**src/mta_pkg.sv**
```systemverilog
// Shared types, register map and limits for the metric threshold alarm.
package mta_pkg;

    localparam int SAMPLE_BITS_DEF = 32;
    localparam int PADDR_W         = 5;
    localparam int PDATA_W         = 32;

    // Condition codes; 7 is unused and behaves like disabled
    typedef logic [2:0] t_kind;
    localparam t_kind KIND_GT  = 3'd0;
    localparam t_kind KIND_LT  = 3'd1;
    localparam t_kind KIND_EQ  = 3'd2;
    localparam t_kind KIND_RNG = 3'd3;
    localparam t_kind KIND_GE  = 3'd4;
    localparam t_kind KIND_LE  = 3'd5;
    localparam t_kind KIND_OFF = 3'd6;

    // Register indexes (byte address / 4)
    typedef logic [2:0] t_reg_idx;
    localparam t_reg_idx REG_KIND   = 3'd0;
    localparam t_reg_idx REG_DELTA  = 3'd1;
    localparam t_reg_idx REG_THRESH = 3'd2;
    localparam t_reg_idx REG_RLOW   = 3'd3;
    localparam t_reg_idx REG_RHIGH  = 3'd4;
    localparam t_reg_idx REG_HITS   = 3'd5;

    localparam logic [15:0] RUN_MAX    = 16'hFFFF;
    localparam logic [31:0] HITS_MAX   = 32'hFFFF_FFFF;
    localparam logic [15:0] ALERTS_MAX = 16'hFFFF;

    typedef struct packed {
        t_kind       kind;
        logic        delta_en;
        logic [31:0] threshold;
        logic [31:0] range_low;
        logic [31:0] range_high;
        logic [15:0] hits_need;
    } t_cfg;

endpackage

```
**src/mta_cfg.sv**
```systemverilog
// APB register file holding the alarm configuration.
module mta_cfg
    import mta_pkg::*;
(
    input  logic               i_clk,
    input  logic               i_rst_n,
    input  logic               psel,
    input  logic               penable,
    input  logic               pwrite,
    input  logic [PADDR_W-1:0] paddr,
    input  logic [PDATA_W-1:0] pwdata,
    output logic [PDATA_W-1:0] prdata,
    output logic               pready,
    output t_cfg               o_cfg
);

    t_cfg     r_cfg;
    t_reg_idx idx;
    logic     wr_en;

    assign idx    = paddr[PADDR_W-1:2];
    assign pready = 1'b1;
    assign wr_en  = psel && penable && pwrite;

    always_ff @(posedge i_clk) begin
        if (!i_rst_n) begin
            r_cfg.kind       <= KIND_OFF;
            r_cfg.delta_en   <= 1'b0;
            r_cfg.threshold  <= '0;
            r_cfg.range_low  <= '0;
            r_cfg.range_high <= '0;
            r_cfg.hits_need  <= 16'd1;
        end else if (wr_en) begin
            case (idx)
                REG_KIND:   r_cfg.kind       <= pwdata[2:0];
                REG_DELTA:  r_cfg.delta_en   <= pwdata[0];
                REG_THRESH: r_cfg.threshold  <= pwdata;
                REG_RLOW:   r_cfg.range_low  <= pwdata;
                REG_RHIGH:  r_cfg.range_high <= pwdata;
                REG_HITS:   r_cfg.hits_need  <= pwdata[15:0];
                default:    ;
            endcase
        end
    end

    always_comb begin
        case (idx)
            REG_KIND:   prdata = {29'd0, r_cfg.kind};
            REG_DELTA:  prdata = {31'd0, r_cfg.delta_en};
            REG_THRESH: prdata = r_cfg.threshold;
            REG_RLOW:   prdata = r_cfg.range_low;
            REG_RHIGH:  prdata = r_cfg.range_high;
            REG_HITS:   prdata = {16'd0, r_cfg.hits_need};
            default:    prdata = '0;
        endcase
    end

    assign o_cfg = r_cfg;

endmodule

```
**src/mta_front.sv**
```systemverilog
// Input register: takes a sample and forms the tested value (raw or delta).
module mta_front
    import mta_pkg::*;
#(
    parameter int SAMPLE_BITS = SAMPLE_BITS_DEF
) (
    input  logic                   i_clk,
    input  logic                   i_rst_n,
    input  logic                   i_valid,
    input  logic [31:0]            i_sample,
    output logic                   o_ready,
    input  logic                   i_delta_en,
    input  logic                   i_take,
    output logic                   o_valid,
    output logic [SAMPLE_BITS-1:0] o_value
);

    logic                   r_vld;
    logic [SAMPLE_BITS-1:0] r_value;
    logic [SAMPLE_BITS-1:0] r_prev;
    logic [SAMPLE_BITS-1:0] s;
    logic [SAMPLE_BITS-1:0] n_value;
    logic                   accept;

    assign s       = SAMPLE_BITS'(i_sample);
    assign o_ready = !r_vld || i_take;
    assign accept  = i_valid && o_ready;

    // A stored previous sample of zero means no sample yet
    always_comb begin
        if (!i_delta_en) begin
            n_value = s;
        end else if (r_prev == '0) begin
            n_value = '0;
        end else begin
            n_value = s - r_prev;
        end
    end

    always_ff @(posedge i_clk) begin
        if (!i_rst_n) begin
            r_vld  <= 1'b0;
            r_prev <= '0;
        end else begin
            if (accept) begin
                r_vld <= 1'b1;
                if (i_delta_en) begin
                    r_prev <= s;
                end
            end else if (i_take) begin
                r_vld <= 1'b0;
            end
        end
    end

    always_ff @(posedge i_clk) begin
        if (accept) begin
            r_value <= n_value;
        end
    end

    assign o_valid = r_vld;
    assign o_value = r_value;

endmodule

```
**src/mta_core.sv**
```systemverilog
// Condition test, run and total counters, and the result register.
module mta_core
    import mta_pkg::*;
#(
    parameter int SAMPLE_BITS = SAMPLE_BITS_DEF
) (
    input  logic                   i_clk,
    input  logic                   i_rst_n,
    input  t_cfg                   i_cfg,
    input  logic                   i_valid,
    input  logic [SAMPLE_BITS-1:0] i_value,
    output logic                   o_take,
    output logic                   o_valid,
    input  logic                   i_ready,
    output logic                   o_met,
    output logic                   o_start,
    output logic                   o_stop,
    output logic [15:0]            o_run,
    output logic [31:0]            o_hits,
    output logic [15:0]            o_alerts
);

    localparam int CW = (SAMPLE_BITS > 32) ? SAMPLE_BITS : 32;

    logic [CW-1:0] v;
    logic [CW-1:0] thr;
    logic [CW-1:0] lo;
    logic [CW-1:0] hi;
    logic          met;
    logic [15:0]   need;
    logic          start;
    logic          stop;
    logic [15:0]   n_run;
    logic [31:0]   n_hits;
    logic [15:0]   n_alerts;

    logic          r_vld;
    logic          r_met;
    logic          r_start;
    logic          r_stop;
    logic [15:0]   r_run;
    logic [31:0]   r_hits;
    logic [15:0]   r_alerts;

    assign v   = CW'(i_value);
    assign thr = CW'(i_cfg.threshold);
    assign lo  = CW'(i_cfg.range_low);
    assign hi  = CW'(i_cfg.range_high);

    always_comb begin
        case (i_cfg.kind)
            KIND_GT:  met = v > thr;
            KIND_LT:  met = v < thr;
            KIND_EQ:  met = v == thr;
            KIND_RNG: met = (v >= lo) && (v <= hi);
            KIND_GE:  met = v >= thr;
            KIND_LE:  met = v <= thr;
            default:  met = 1'b0;
        endcase
    end

    // A hit count of zero acts as one
    assign need = (i_cfg.hits_need == 16'd0) ? 16'd1 : i_cfg.hits_need;

    always_comb begin
        n_run    = r_run;
        n_hits   = r_hits;
        n_alerts = r_alerts;
        start    = 1'b0;
        stop     = 1'b0;
        if (met) begin
            // A saturated run holds and cannot start an alert again
            if (r_run != RUN_MAX) begin
                n_run = r_run + 16'd1;
                start = (n_run == need);
            end
            if (r_hits != HITS_MAX) begin
                n_hits = r_hits + 32'd1;
            end
            if (start && (r_alerts != ALERTS_MAX)) begin
                n_alerts = r_alerts + 16'd1;
            end
        end else begin
            stop  = (r_run >= need);
            n_run = '0;
        end
    end

    assign o_take = i_valid && (!r_vld || i_ready);

    always_ff @(posedge i_clk) begin
        if (!i_rst_n) begin
            r_vld    <= 1'b0;
            r_run    <= '0;
            r_hits   <= '0;
            r_alerts <= '0;
        end else begin
            if (o_take) begin
                r_vld    <= 1'b1;
                r_run    <= n_run;
                r_hits   <= n_hits;
                r_alerts <= n_alerts;
            end else if (i_ready) begin
                r_vld <= 1'b0;
            end
        end
    end

    always_ff @(posedge i_clk) begin
        if (o_take) begin
            r_met   <= met;
            r_start <= start;
            r_stop  <= stop;
        end
    end

    assign o_valid  = r_vld;
    assign o_met    = r_met;
    assign o_start  = r_start;
    assign o_stop   = r_stop;
    assign o_run    = r_run;
    assign o_hits   = r_hits;
    assign o_alerts = r_alerts;

endmodule

```
**src/metric_threshold_alarm.sv**
```systemverilog
// Top level of the metric threshold alarm.
// One sample can be accepted every cycle while the output is not stalled. An accepted
// sample is held in the sample input register (where the delta is formed) and then in
// the result register (behind the condition test and counter update); the two make up
// the whole path, and a stall on the output can hold a sample between them. A full
// result register does not block intake: the input register keeps one more sample until
// the result is taken. No clearing pass follows reset. The configuration registers may be
// written only while no request is in flight.
module metric_threshold_alarm
    import mta_pkg::*;
#(
    parameter int SAMPLE_BITS = SAMPLE_BITS_DEF
) (
    input  logic               i_clk,
    input  logic               i_rst_n,
    input  logic               psel,
    input  logic               penable,
    input  logic               pwrite,
    input  logic [PADDR_W-1:0] paddr,
    input  logic [PDATA_W-1:0] pwdata,
    output logic [PDATA_W-1:0] prdata,
    output logic               pready,
    input  logic               i_in_valid,
    output logic               o_in_ready,
    input  logic [31:0]        i_sample,
    output logic               o_out_valid,
    input  logic               i_out_ready,
    output logic               o_condition_met,
    output logic               o_alert_start,
    output logic               o_alert_stop,
    output logic [15:0]        o_run_length,
    output logic [31:0]        o_hit_total,
    output logic [15:0]        o_alert_total
);

    t_cfg                   cfg;
    logic                   take;
    logic                   front_vld;
    logic [SAMPLE_BITS-1:0] front_value;

    mta_cfg u_cfg (
        .i_clk   (i_clk),
        .i_rst_n (i_rst_n),
        .psel    (psel),
        .penable (penable),
        .pwrite  (pwrite),
        .paddr   (paddr),
        .pwdata  (pwdata),
        .prdata  (prdata),
        .pready  (pready),
        .o_cfg   (cfg)
    );

    mta_front #(
        .SAMPLE_BITS (SAMPLE_BITS)
    ) u_front (
        .i_clk      (i_clk),
        .i_rst_n    (i_rst_n),
        .i_valid    (i_in_valid),
        .i_sample   (i_sample),
        .o_ready    (o_in_ready),
        .i_delta_en (cfg.delta_en),
        .i_take     (take),
        .o_valid    (front_vld),
        .o_value    (front_value)
    );

    mta_core #(
        .SAMPLE_BITS (SAMPLE_BITS)
    ) u_core (
        .i_clk    (i_clk),
        .i_rst_n  (i_rst_n),
        .i_cfg    (cfg),
        .i_valid  (front_vld),
        .i_value  (front_value),
        .o_take   (take),
        .o_valid  (o_out_valid),
        .i_ready  (i_out_ready),
        .o_met    (o_condition_met),
        .o_start  (o_alert_start),
        .o_stop   (o_alert_stop),
        .o_run    (o_run_length),
        .o_hits   (o_hit_total),
        .o_alerts (o_alert_total)
    );

endmodule

```
**config.mk**
```make
export PLATFORM = sky130hd
export DESIGN_NAME = metric_threshold_alarm
export DESIGN_NICKNAME = d
export VERILOG_FILES = /design/src/mta_pkg.sv /design/src/mta_cfg.sv /design/src/mta_front.sv /design/src/mta_core.sv /design/src/metric_threshold_alarm.sv
export SDC_FILE = /design/constraint.sdc
export NUM_CORES = 1
export LEC_CHECK = 0
export ABC_AREA = 0
export BUFFER_PORTS_ARGS = -buffer_cell sky130_fd_sc_hd__buf_2
export CORE_AREA = 3 3 181 183
export CTS_CLUSTER_DIAMETER = 50
export DETAILED_ROUTE_END_ITERATION = 7
export DIE_AREA = 0 0 184 186
export PLACE_DENSITY = 0.8
export SETUP_SLACK_MARGIN = 0.15
export SYNTH_ARGS = -nofsm -noshare
export SYNTH_HDL_FRONTEND = slang
export SYNTH_SLANG_ARGS = --single-unit
```
**constraint.sdc**
```tcl
create_clock -name i_clk -period 4.7 [get_ports i_clk]
set_input_delay 0.235 -clock i_clk [delete_from_list [all_inputs] [get_ports i_clk]]
set_output_delay 0.235 -clock i_clk [all_outputs]
set_load 0.02 [all_outputs]
```
; ---- After elaboration in Yosys (flattened, before gate mapping)
; Index checks and enable logic that the tools add are counted.
[op_classes]
n_eq_ne = 16
order_cmp = 7
addsub = 4
bitwise = 0
n_reduce_logical = 26
n_div = 0
multipliers = 0
n_shift = 0
n_mux = 13
[ops]
columns = cell, n
row1 = $pmux 32 s6, 1
row2 = $ge 32x32->1, 2
row3 = $le 32x32->1, 2
row4 = $mux 32, 2
row5 = $mux 16, 3
row6 = $add 16x1->16 const B, 2
row7 = $add 32x1->32 const B, 1
row8 = $eq 32x32->1, 1
row9 = $gt 32x32->1, 1
row10 = $logic_not 32->1, 1
row11 = $lt 32x32->1, 1
row12 = $ne 16x16->1 const B, 2
row13 = $ne 32x32->1 const B, 1
row14 = $sub 32x32->32, 1
row15 = $eq 16x16->1, 1
row16 = $ge 16x16->1, 1
row17 = $logic_not 16->1, 1
row18 = $reduce_and 2->1, 8
row19 = $eq 3x2->1 const B, 4
row20 = $eq 3x3->1 const B, 4
row21 = $eq 3x1->1 const B, 2
row22 = $logic_and 1x1->1, 6
row23 = $logic_not 3->1, 2
row24 = $mux 1, 6
row25 = other kinds (6), 10
[word_totals]
memories = 0
latchBits = 0
ff_bits = 249
word_cells = 82
inputBits = 76
romBits = 0
ramBits = 0
out_inout_bits = 102

; ---- Depth between registers and ports, before layout
; Gate-level depths: netlist of run 1.
[logic_depth]
ltp_word = 7
depth_mapped = 15
mapped_depth_nobuf = 14

; ---- By module
; A second synthesis of run 1 with hierarchy kept.
[hier_totals]
hier_cells = 1963
area_unflattened_um2 = 16709.8
[modules_own_cells]
columns = mod, cells_each, seq_area_each_um2, area_per_inst_um2, n_inst
row1 = mta_core, 929, 1391.3, 7188.1, 1
row2 = mta_cfg, 540, 2322.2, 5208.7, 1
row3 = mta_front, 494, 1621.6, 4312.9, 1

; ---- Worst setup path after synthesis of run 1
; Ideal clock, no wire load.
[synth_timing]
path_type = register -> register
from = register u_front.r_value[25], in the netlist u_front.o_value[25]
to = register u_core.r_hits[14], in the netlist u_core.o_hits[14]
arrival_ns = 2.991
path_buffers = 3
slack_ns = 1.580
t_required_ns = 4.571
path_stages_with_launch = 14
period_less_slack_ns = 3.120
setup_ns = 0.129
path_cell_list = edfxtp_1 ha_1 a21o_1 a21o_1 a21oi_1 nor2_1 a2111oi_0 a32o_1 clkbuf_1 a21o_1 clkbuf_1 clkbuf_1 nor4_1 mux2i_1
[synth_via]
elab_chain_len = 4
word_cells_on_any_way = 10
classes_between = order compare: 6 / eq/ne: 1 / mux: 1 / reduce/logical: 2
[synth_lines]
columns = element, line
row1 = from (decl), mta_front.sv:19  ; logic [SAMPLE_BITS-1:0] r_value;
row2 = from (signal assigned), mta_front.sv:58  ; r_value <= n_value;
row3 = $ge 32x32->1 or $le 32x32->1 (tied branches), mta_core.sv:55  ; KIND_RNG: met = (v >= lo) && (v <= hi);
row4 = $logic_and 1x1->1, mta_core.sv:55
row5 = $pmux 1 s6 (*), mta_core.sv:51  ; case (i_cfg.kind)
row6 = $reduce_and 3->1 (no source line) (*), n/a
row7 = to (signal assigned), mta_core.sv:101  ; r_hits <= n_hits;
row8 = to (decl), mta_core.sv:42  ; logic [31:0] r_hits;
; Every way passes the cells marked *; elsewhere a longest branch is shown, timed or not.
; A chain may end at the register's enable or synchronous reset.

; ---- Final worst setup path of run 1
[layout_timing]
from = register u_front.r_value[30], in the netlist u_front.o_value[30]
to = register u_core.r_alerts[4], in the netlist u_core.o_alerts[4]
[layout_via]
elab_chain_len = 4
word_cells_on_any_way = 10
classes_between = order compare: 6 / eq/ne: 1 / mux: 1 / reduce/logical: 2
[layout_lines]
columns = element, line
row1 = $ge 32x32->1 or $le 32x32->1 (tied branches), mta_core.sv:55
row2 = $logic_and 1x1->1, mta_core.sv:55
row3 = $pmux 1 s6 (*), mta_core.sv:51
row4 = $reduce_and 3->1 (no source line) (*), n/a
row5 = to (signal assigned), mta_core.sv:102  ; r_alerts <= n_alerts;
row6 = to (decl), mta_core.sv:43  ; logic [15:0] r_alerts;
; Marks and branches as above.

==> Flow_metrics.wiki, run 1 <==
{| class="wikitable"
! Metric !! Value
|-
| Maximum clock path buffer count || 3
|-
| Layout overhead on the synthesized area || 17.3%
|-
| Number of filler instances in the final layout || 2791
|-
| Final HPWL from detailed placement || 31700 microns
|-
| Synth Net Count || 2164
|-
| Measured slew at the worst slew-check pin || 1.21 ns
|-
| Full die area || 34200 sq um
|-
| GP Congestion || 0.910
|-
| Data required time at the worst endpoint || 5.14 ns
|-
| Post-place instance area || 16800 sq um
|-
| Overall via count from detail_route || 15000
|-
| Cell type with the highest aggregate area in the netlist || sky130_fd_sc_hd__dfxtp_1
|-
| Top cells by instance count after synthesis || 355 x sky130_fd_sc_hd__nand2_1, 227 x sky130_fd_sc_hd__a21oi_1, 214 x sky130_fd_sc_hd__dfxtp_1, 164 x sky130_fd_sc_hd__inv_1, 146 x sky130_fd_sc_hd__ha_1
|-
| Hold Path Class || in -> reg
|-
| Antenna violations before repair || 0
|-
| Number of port buffers || 174
|-
| Cell area after synthesis || 15600 sq um
|-
| Sequential area share after synthesis || 34.2%
|-
| Origin of the worst setup path || u_front.o_value[30]
|-
| Upper clock frequency limit || 0.261 GHz
|-
| Synth Flop Type || sky130_fd_sc_hd__dfxtp_1
|-
| Crit start category || flip-flop
|-
| Post-Synthesis Cells || 1941
|-
| Period utilisation layout || 81.5%
|-
| Main area contributors after synthesis || sky130_fd_sc_hd__dfxtp_1 27%, sky130_fd_sc_hd__ha_1 12%, sky130_fd_sc_hd__nand2_1 8.5%, sky130_fd_sc_hd__a21oi_1 7.3%, sky130_fd_sc_hd__edfxtp_1 6.7%
|-
| Library cells used by synthesis || 73
|-
| Placeable core region || 31400 sq um
|-
| Number of hold-repair buffers added at the cts stage || 51
|-
| Maximum number of pins on one net before global-route repair || 66
|-
| FF-to-FF Start || u_front.o_value[30]
|-
| Startpoint of the worst hold path || pwdata[15]
|-
| Fraction of final layout cells with drive strength greater than 1 || 12.4%
|-
| Final setup violation count || 0
|-
| First-pass GRT wire length || 71700 microns
|-
| PD cells || 281 nW/um^2
|-
| Count of synthesis-stage warnings from yosys || 0
|-
| Clock Pin Slew Worst Setup and Hold Paths || 0.06 ns
|-
| Outcome || complete, no violations
|-
| Number of H-tree levels || 2
|-
| Unrepaired setup endpoints after global routing || false
|-
| Worst Path Arrival || 4.27 ns
|-
| Crit Path Max Fanout || 10
|-
| Clock insertion delay at the later pin of the skew report || 0.52 ns
|-
| DRC || 0
|-
| Overall overflow remaining after global route || 0
|-
| Relative slew slack || 19.3%
|-
| Design area || 18300 sq um
|-
| Syn_area_per_cell || 8.04 sq um
|-
| Count of state elements after synthesis || 249
|-
| Worst vdd rail ir drop || 0.194 mV
|-
| Average detailed-routed wire length per instance || 17.5 microns
|-
| EDFF count, synth || 35
|-
| Clock tree from TritonCTS || built
|-
| Die X-Extent || 184 microns
|-
| Minimum hold slack || 0.0135 ns
|-
| Register-to-register path setup slack || 0.87 ns
|-
| Kind of capture point of the worst setup path || flip-flop
|-
| Proportion of synthesized flip-flops having asynchronous set or reset || 0%
|-
| Total Nets Final || 2341
|-
| Core Rows || 65
|-
| Die Height || 186 microns
|-
| Number of global-route vias before repair || 14100
|-
| Leakage power of the design || 7.03 nW
|-
| Setup TNS || 0 ns
|-
| Hold violation total from the final report || 0
|-
| Initial cell density of the core || 49.7%
|-
| Startpoint-to-endpoint class of the critical path || reg -> reg
|-
| Total length of routed wires || 44500 microns
|-
| Final slew viol count || 0
|-
| Share of the synthesized area in the top cell type || 27.4%
|-
| Antenna viol nets, final || 0
|-
| Clock period minus worst slack || 3.83 ns
|-
| Resize count post-CTS || 0
|-
| All-Layer GR Usage || 25.2%
|-
| Cell at the root of the clock tree || sky130_fd_sc_hd__clkbuf_16
|-
| IO Pins || 178
|-
| Number of maximum-capacitance constraint violations || 0
|-
| CTS sink count || 249
|-
| Number of iterations in the first detailed-routing pass || 5
|-
| CTS buffer count || 34
|-
| First DRT Iteration DRCs || 1442
|-
| Post-Route Skew || 0.0136 ns
|-
| Most frequent cell after synthesis || sky130_fd_sc_hd__nand2_1
|-
| Via count normalized by instance count || 5.90
|-
| Post-CTS setup repair buffer count || 0
|}
report_power, final:
group          internal [mW]  switching (mW)  total, mW
Clock                   1.39            1.01       2.40
Combinational          0.222           0.306      0.529
Sequential              2.19          0.0294       2.22
Total                   3.80            1.35       5.15
state kept, by name (all words and copies together) (netlist names):
| register | count |
|---|---|
| u_cfg.o_cfg | 116 |
| u_core.o_hits | 32 |
| u_front.o_value | 32 |
| u_front.r_prev | 32 |
| u_core.o_alerts | 16 |
| u_core.o_run | 16 |
| u_core.o_met | 1 |
| u_core.o_start | 1 |
| u_core.o_stop | 1 |
| u_core.o_valid | 1 |
| u_front.o_valid | 1 |
worst paths after layout:
kind                         to  cells after the start
min reg2reg    u_cfg.o_cfg[111]                      2
max          u_core.o_alerts[4]                     11
min             u_cfg.o_cfg[15]                      3
max reg2reg  u_core.o_alerts[4]                     11
area by class of cell:
cell class              count  area (sq um)  area share (%)
well taps                 402           503            2.75
multi-input cells        1423          9280            50.7
inverters                 167           629            3.44
flip-flops and latches    249          5340            29.1
clock buffers              41           901            4.92
repair buffers            243          1520            8.28
diodes                      1          2.50          0.0137
clock inverters            20           146           0.799
logic make-up after synthesis:
logic type / count (synthesis) / share of synthesized area, %
compound gates: 517 / 21.3
xor+xnor: 51 / 2.86
fa+ha+maj: 147 / 11.8
buf+inv: 269 / 6.54
flops: 249 / 34.2
mux: 51 / 3.28
other cells: 1 / 0.0240
simple gates: 656 / 20.0
per-layer routing:
layer,part of all wire [%],vias up,GRT usage (%)
met5,0,-,0
met4,2.8,0,7.77
met3,7.3,100,4.03
met2,47,606,42.4
met1,43,7064,33.5
li1,-,7253,-
metrics by stage:
step / power [mW] / cells / util [%] / setup WS [ns]
finish: 5.15 / 2546 / 58.3 / 0.867
global route: 5.33 / 2545 / 58.3 / 0.608
CTS: 5.17 / 2545 / 58.3 / 0.899
detailed placement: 2.75 / 2433 / 53.4 / 0.931
global placement: 2.73 / 2433 / 53.4 / 1.00
floorplan: 2.58 / 1941 / - / 1.58
worst max-delay path, stage by stage, from the launching register on:
cell	delay, ns
sky130_fd_sc_hd__edfxtp_1	0.45
sky130_fd_sc_hd__ha_1	0.33
sky130_fd_sc_hd__nand4_1	0.09
sky130_fd_sc_hd__or2_1	0.29
sky130_fd_sc_hd__nor3_1	0.38
sky130_fd_sc_hd__and3_1	0.26
sky130_fd_sc_hd__nand3b_1	0.08
sky130_fd_sc_hd__o211a_1	0.13
sky130_fd_sc_hd__o211a_1	0.29
sky130_fd_sc_hd__a2111oi_1	0.96
sky130_fd_sc_hd__and3_1	0.28
sky130_fd_sc_hd__mux2i_1	0.19
layout by cell type (no fill, tap or decap), types with 42 or more instances in the layout:
cell / instances
sky130_fd_sc_hd__inv_1: 164
sky130_fd_sc_hd__nor2_1: 42
sky130_fd_sc_hd__mux2i_1: 50
sky130_fd_sc_hd__a21oi_1: 227
sky130_fd_sc_hd__ha_1: 146
sky130_fd_sc_hd__a21o_1: 63
sky130_fd_sc_hd__nand2_1: 355
sky130_fd_sc_hd__dlygate4sd3_1: 51
sky130_fd_sc_hd__dfxtp_1: 214
sky130_fd_sc_hd__nand4_1: 42
sky130_fd_sc_hd__buf_2: 174
(Power assumes the default switching activity.)
==> run 2, diff against run 1 <==
--- a/config.mk
+++ b/config.mk
@@ -5,13 +5,13 @@
 export SDC_FILE = /design/constraint.sdc
 export NUM_CORES = 1
 export LEC_CHECK = 0
-export ABC_AREA = 0
+export ABC_AREA = 1
 export BUFFER_PORTS_ARGS = -buffer_cell sky130_fd_sc_hd__buf_2
-export CORE_AREA = 3 3 181 183
+export CORE_AREA = 3 3 183 185
 export CTS_CLUSTER_DIAMETER = 50
 export DETAILED_ROUTE_END_ITERATION = 7
-export DIE_AREA = 0 0 184 186
-export PLACE_DENSITY = 0.8
+export DIE_AREA = 0 0 186 188
+export PLACE_DENSITY = 0.83
 export SETUP_SLACK_MARGIN = 0.15
 export SYNTH_ARGS = -nofsm -noshare
 export SYNTH_HDL_FRONTEND = slang
==> constraint.sdc (replaced) <==
create_clock -name i_clk -period 3.3 [get_ports i_clk]
set_input_delay 0.165 -clock i_clk [delete_from_list [all_inputs] [get_ports i_clk]]
set_output_delay 0.165 -clock i_clk [all_outputs]
set_load 0.02 [all_outputs]
==> run 2 against run 1 <==
Against the previous run:
- maximum frequency rose by 31%
- count of clock-buffer cells in the layout is 11 higher
- final cell count up 15%
- sequential power grew 45%
- highest routed layer is now met5
- critical endpoint is now u_core.o_alerts[9]
==> Flow_metrics.wiki, run 2 <==
{| class="wikitable"
! Metric !! Value
|-
| Outcome || complete, no violations
|-
| Seq pwr share || 39.6% (-3.5 points)
|-
| Count of synthesis-stage warnings from yosys || 0 (unchanged)
|-
| Sw frac || 25.7% (-0.45 points)
|-
| Comb pwr share || 12.9% (+2.6 points)
|-
| Synth Net Count || 2515 (+16%)
|-
| Number of filler instances in the final layout || 2860 (+2.5%)
|-
| Total Nets Final || 2714 (+16%)
|-
| Share of the synthesized area in the top cell type || 26.8% (-0.68 points)
|-
| Syn_area_per_cell || 6.99 sq um (-13%)
|-
| Die X-Extent || 186 microns (+1.1%)
|-
| Relative slew slack || 21.2% (+1.8 points)
|-
| Main area contributors after synthesis || sky130_fd_sc_hd__dfxtp_1 27%, sky130_fd_sc_hd__ha_1 11%, sky130_fd_sc_hd__nand2_1 11%, sky130_fd_sc_hd__a21oi_1 8.4%, sky130_fd_sc_hd__inv_1 7.4%
|-
| Maximum clock path buffer count || 3 (unchanged)
|-
| Upper clock frequency limit || 0.342 GHz (+31%)
|-
| Final setup violation count || 0 (unchanged)
|-
| Number of global-route vias before repair || 15600 (+11%)
|-
| Clock period minus worst slack || 2.92 ns (-0.909 ns)
|-
| Worst Path Arrival || 3.37 ns (-0.90 ns)
|-
| Initial cell density of the core || 49.7% (about the same)
|-
| Switching component of the power || 2.09 mW (+55%)
|-
| First-pass GRT wire length || 74900 microns (+4.4%)
|-
| Die Height || 188 microns (+1.1%)
|-
| FF-to-FF Start || u_front.o_value[31]
|-
| Proportion of synthesized flip-flops having asynchronous set or reset || 0% (unchanged)
|-
| Number of iterations in the first detailed-routing pass || 5 (unchanged)
|-
| Number of maximum-capacitance constraint violations || 0 (unchanged)
|-
| Kind of capture point of the worst setup path || flip-flop
|-
| Clock tree from TritonCTS || built
|-
| Most frequent cell after synthesis || sky130_fd_sc_hd__nand2_1
|-
| Max FFs per register || 116 (unchanged)
|-
| Library cells used by synthesis || 52 (-29%)
|-
| Antenna viol nets, final || 0 (unchanged)
|-
| Count of state elements after synthesis || 249 (unchanged)
|-
| GP Congestion || 0.962 (+5.6%)
|-
| Measured slew at the worst slew-check pin || 1.18 ns (-0.0286 ns)
|-
| Final HPWL from detailed placement || 34300 microns (+8.0%)
|-
| Number of H-tree levels || 2 (unchanged)
|-
| Most common cell after layout, fill and taps aside || sky130_fd_sc_hd__nand2_1
|-
| Critical R2R Capture || u_core.o_alerts[9]
|-
| EDFF count, synth || 35 (unchanged)
|-
| Core Rows || 66 (+1.5%)
|-
| CTS buffer count || 34 (unchanged)
|-
| Register-to-register path setup slack || 0.38 ns (-0.49 ns)
|-
| Unrepaired setup endpoints after global routing || true
|-
| Clock Pin Slew Worst Setup and Hold Paths || 0.05 ns (about the same)
|-
| Overall via count from detail_route || 16500 (+9.8%)
|-
| Synth Flop Type || sky130_fd_sc_hd__dfxtp_1
|-
| Average detailed-routed wire length per instance || 16.1 microns (-8.0%)
|-
| Via count normalized by instance count || 5.63 (-4.5%)
|-
| Post-Synthesis Cells || 2292 (+18%)
|-
| CTS sink count || 249 (unchanged)
|-
| Total length of routed wires || 47100 microns (+5.8%)
|-
| Area taken by multi-input logic gates || 9060 sq um (-2.4%)
|-
| Layout overhead on the synthesized area || 18.3%
|-
| Fraction of final layout cells with drive strength greater than 1 || 11.6% (-0.73 points)
|-
| Antenna violations before repair || 5 (+5)
|-
| Setup TNS || 0 ns (unchanged)
|-
| PD cells || 429 nW/um^2 (+53%)
|-
| Full die area || 35000 sq um (+2.2%)
|-
| Cell type with the highest aggregate area in the netlist || sky130_fd_sc_hd__dfxtp_1
|-
| Top cells by instance count after synthesis || 451 x sky130_fd_sc_hd__nand2_1, 317 x sky130_fd_sc_hd__inv_1, 270 x sky130_fd_sc_hd__a21oi_1, 214 x sky130_fd_sc_hd__dfxtp_1, 204 x sky130_fd_sc_hd__o21ai_0
|-
| Clk network pwr share || 47.5% (+0.9 points)
|-
| Leakage power of the design || 8.29 nW (+18%)
|-
| All-Layer GR Usage || 26.1% (+0.84 points)
|-
| Minimum hold slack || 0.0211 ns (+0.00761 ns)
|-
| Worst vdd rail ir drop || 0.426 mV (+120%)
|-
| Post-place instance area || 17200 sq um (+2.7%)
|-
| DRC || 0 (unchanged)
|-
| Crit start category || flip-flop
|-
| Sequential area share after synthesis || 33.3% (-0.85 points)
|-
| Crit Path Max Fanout || 54 (+44)
|-
| Origin of the worst setup path || u_front.o_value[31]
|-
| Internal || 6.04 mW (+59%)
|-
| Hold Path Class || in -> reg
|-
| Period utilisation layout || 88.6% (+7.1 points)
|-
| Clock insertion delay at the later pin of the skew report || 0.51 ns (about the same)
|-
| Maximum number of pins on one net before global-route repair || 102 (+55%)
|-
| Post-Route Skew || 0.00955 ns (-0.00410 ns)
|-
| Placeable core region || 32200 sq um (+2.6%)
|-
| FF/Latch Area || 5340 sq um (unchanged)
|-
| Overall overflow remaining after global route || 0 (unchanged)
|-
| Cell at the root of the clock tree || sky130_fd_sc_hd__clkbuf_16
|-
| Top library cells by usage in the layout, fill and taps aside || 451 x sky130_fd_sc_hd__nand2_1, 317 x sky130_fd_sc_hd__inv_1, 270 x sky130_fd_sc_hd__a21oi_1, 214 x sky130_fd_sc_hd__dfxtp_1, 204 x sky130_fd_sc_hd__o21ai_0
|-
| Hold violation total from the final report || 0 (unchanged)
|-
| Cell area after synthesis || 16000 sq um (+2.5%)
|-
| Data required time at the worst endpoint || 3.74 ns (-1.40 ns)
|-
| Final slew viol count || 0 (unchanged)
|-
| Length in cells of the worst reg-to-reg path || 17 (+6)
|-
| First DRT Iteration DRCs || 1253 (-13%)
|-
| IO Pins || 178 (unchanged)
|-
| Design area || 18900 sq um (+3.5%)
|-
| Endpoint of the worst setup timing path || u_core.o_alerts[9]
|-
| Number of port buffers || 174 (unchanged)
|-
| Startpoint-to-endpoint class of the critical path || reg -> reg
|}
run 2: cell count changes after synthesis, moves of 50 or more:
| cell | delta |
|---|---|
| sky130_fd_sc_hd__o21ai_0 | +171 |
| sky130_fd_sc_hd__a21o_1 | -58 |
| sky130_fd_sc_hd__inv_1 | +153 |
| sky130_fd_sc_hd__nor2_1 | +147 |
| sky130_fd_sc_hd__nand2_1 | +96 |
| sky130_fd_sc_hd__nand3_1 | +54 |
| sky130_fd_sc_hd__mux2i_1 | -50 |
run 2: per-layer routing:
layer	GRT usage (%)	routed length (microns)	share of wire, %	up-vias
li1	-	-	-	8127
met1	32.5	19300	41	7577
met2	43.6	22000	47	647
met3	4.52	3620	7.7	142
met4	12.5	2150	4.6	4
met5	0	21	0.045	-
run 2: critical path: stages, from the launching register on:
cell and delay (ns):
sky130_fd_sc_hd__edfxtp_1 0.43, sky130_fd_sc_hd__ha_1 0.33, sky130_fd_sc_hd__nand2_1 0.09, sky130_fd_sc_hd__nor2_1 0.16, sky130_fd_sc_hd__nand2_1 0.10, sky130_fd_sc_hd__nor4_1 0.19
sky130_fd_sc_hd__buf_4 0.18, sky130_fd_sc_hd__nand2_1 0.09, sky130_fd_sc_hd__nand2_1 0.10, sky130_fd_sc_hd__nand2_1 0.06, sky130_fd_sc_hd__nand2_1 0.05, sky130_fd_sc_hd__nand2_1 0.04
sky130_fd_sc_hd__nand4_1 0.12, sky130_fd_sc_hd__buf_12 0.27, sky130_fd_sc_hd__nand3_4 0.30, sky130_fd_sc_hd__nand2_1 0.14, sky130_fd_sc_hd__nand2_1 0.06, sky130_fd_sc_hd__nor2_1 0.12
run 2: worst min path at each step:
stage | end | slack [ns] | cells past startpoint | from
after detailed placement | u_front.r_prev[0] | 0.47 | 2 | u_front.r_prev[0]
final | u_cfg.o_cfg[79] | 0.02 | 3 | pwdata[31]
after global routing | u_front.o_value[2] | 0.02 | 2 | i_sample[2]
after global placement | u_front.o_valid | 0.46 | 3 | i_in_valid
after CTS | u_front.r_prev[2] | 0.001 | 3 | i_sample[2]
after floorplan | u_cfg.o_cfg[0] | 0.29 | 2 | pwdata[0]
run 2: layout make-up:
| class | instances | area share (%) |
|---|---|---|
| timing repair buffer | 252 | 8.47 |
| multi-input combinational | 1625 | 47.8 |
| antenna | 3 | 0.0396 |
| inverter | 329 | 6.52 |
| clock inverter | 10 | 0.806 |
| clock buffer | 52 | 5.51 |
| tap | 408 | 2.69 |
| sequential | 249 | 28.2 |
run 2: timing repair:
action | in CTS | in global routing
buffers inserted | 0 | 1
gates resized for setup | 0 | 2
hold buffers | 52 | 0
hold endpoints to repair | 100 | 0
endpoints found under the setup margin | 0 | 44
run 2: cells by family (layout without fill, tap and decap cells):
family / count (synthesis) / in the layout / share of synthesized area [%]
simple gates: 880 / 880 / 23.7
compound gates: 570 / 570 / 19.6
buf+inv: 418 / 643 / 10.2
flops: 249 / 249 / 33.3
fa+ha+maj: 147 / 147 / 11.5
xor+xnor: 27 / 27 / 1.65
other cells: 1 / 4 / 0.0234
run 2: metrics by stage:
| step | utilization [%] | worst slack, ns | power (mW) | instances |
|---|---|---|---|---|
| floorplan | - | 0.972 | 3.94 | 2292 |
| global placement | 53.4 | 0.324 | 4.22 | 2810 |
| detailed placement | 53.4 | 0.279 | 4.25 | 2810 |
| CTS | 58.8 | 0.258 | 8.15 | 2924 |
| global route | 58.8 | 0.149 | 8.43 | 2928 |
| finish | 58.8 | 0.376 | 8.12 | 2928 |
run 2: power by group through the flow:
stage	registers (mW)	logic, mW	clock network (mW)
floorplan	3.28	0.658	0
global placement	3.27	0.945	0
detailed placement	3.28	0.977	0
CTS	3.21	1.03	3.91
global route	3.22	1.18	4.04
finish	3.21	1.05	3.86
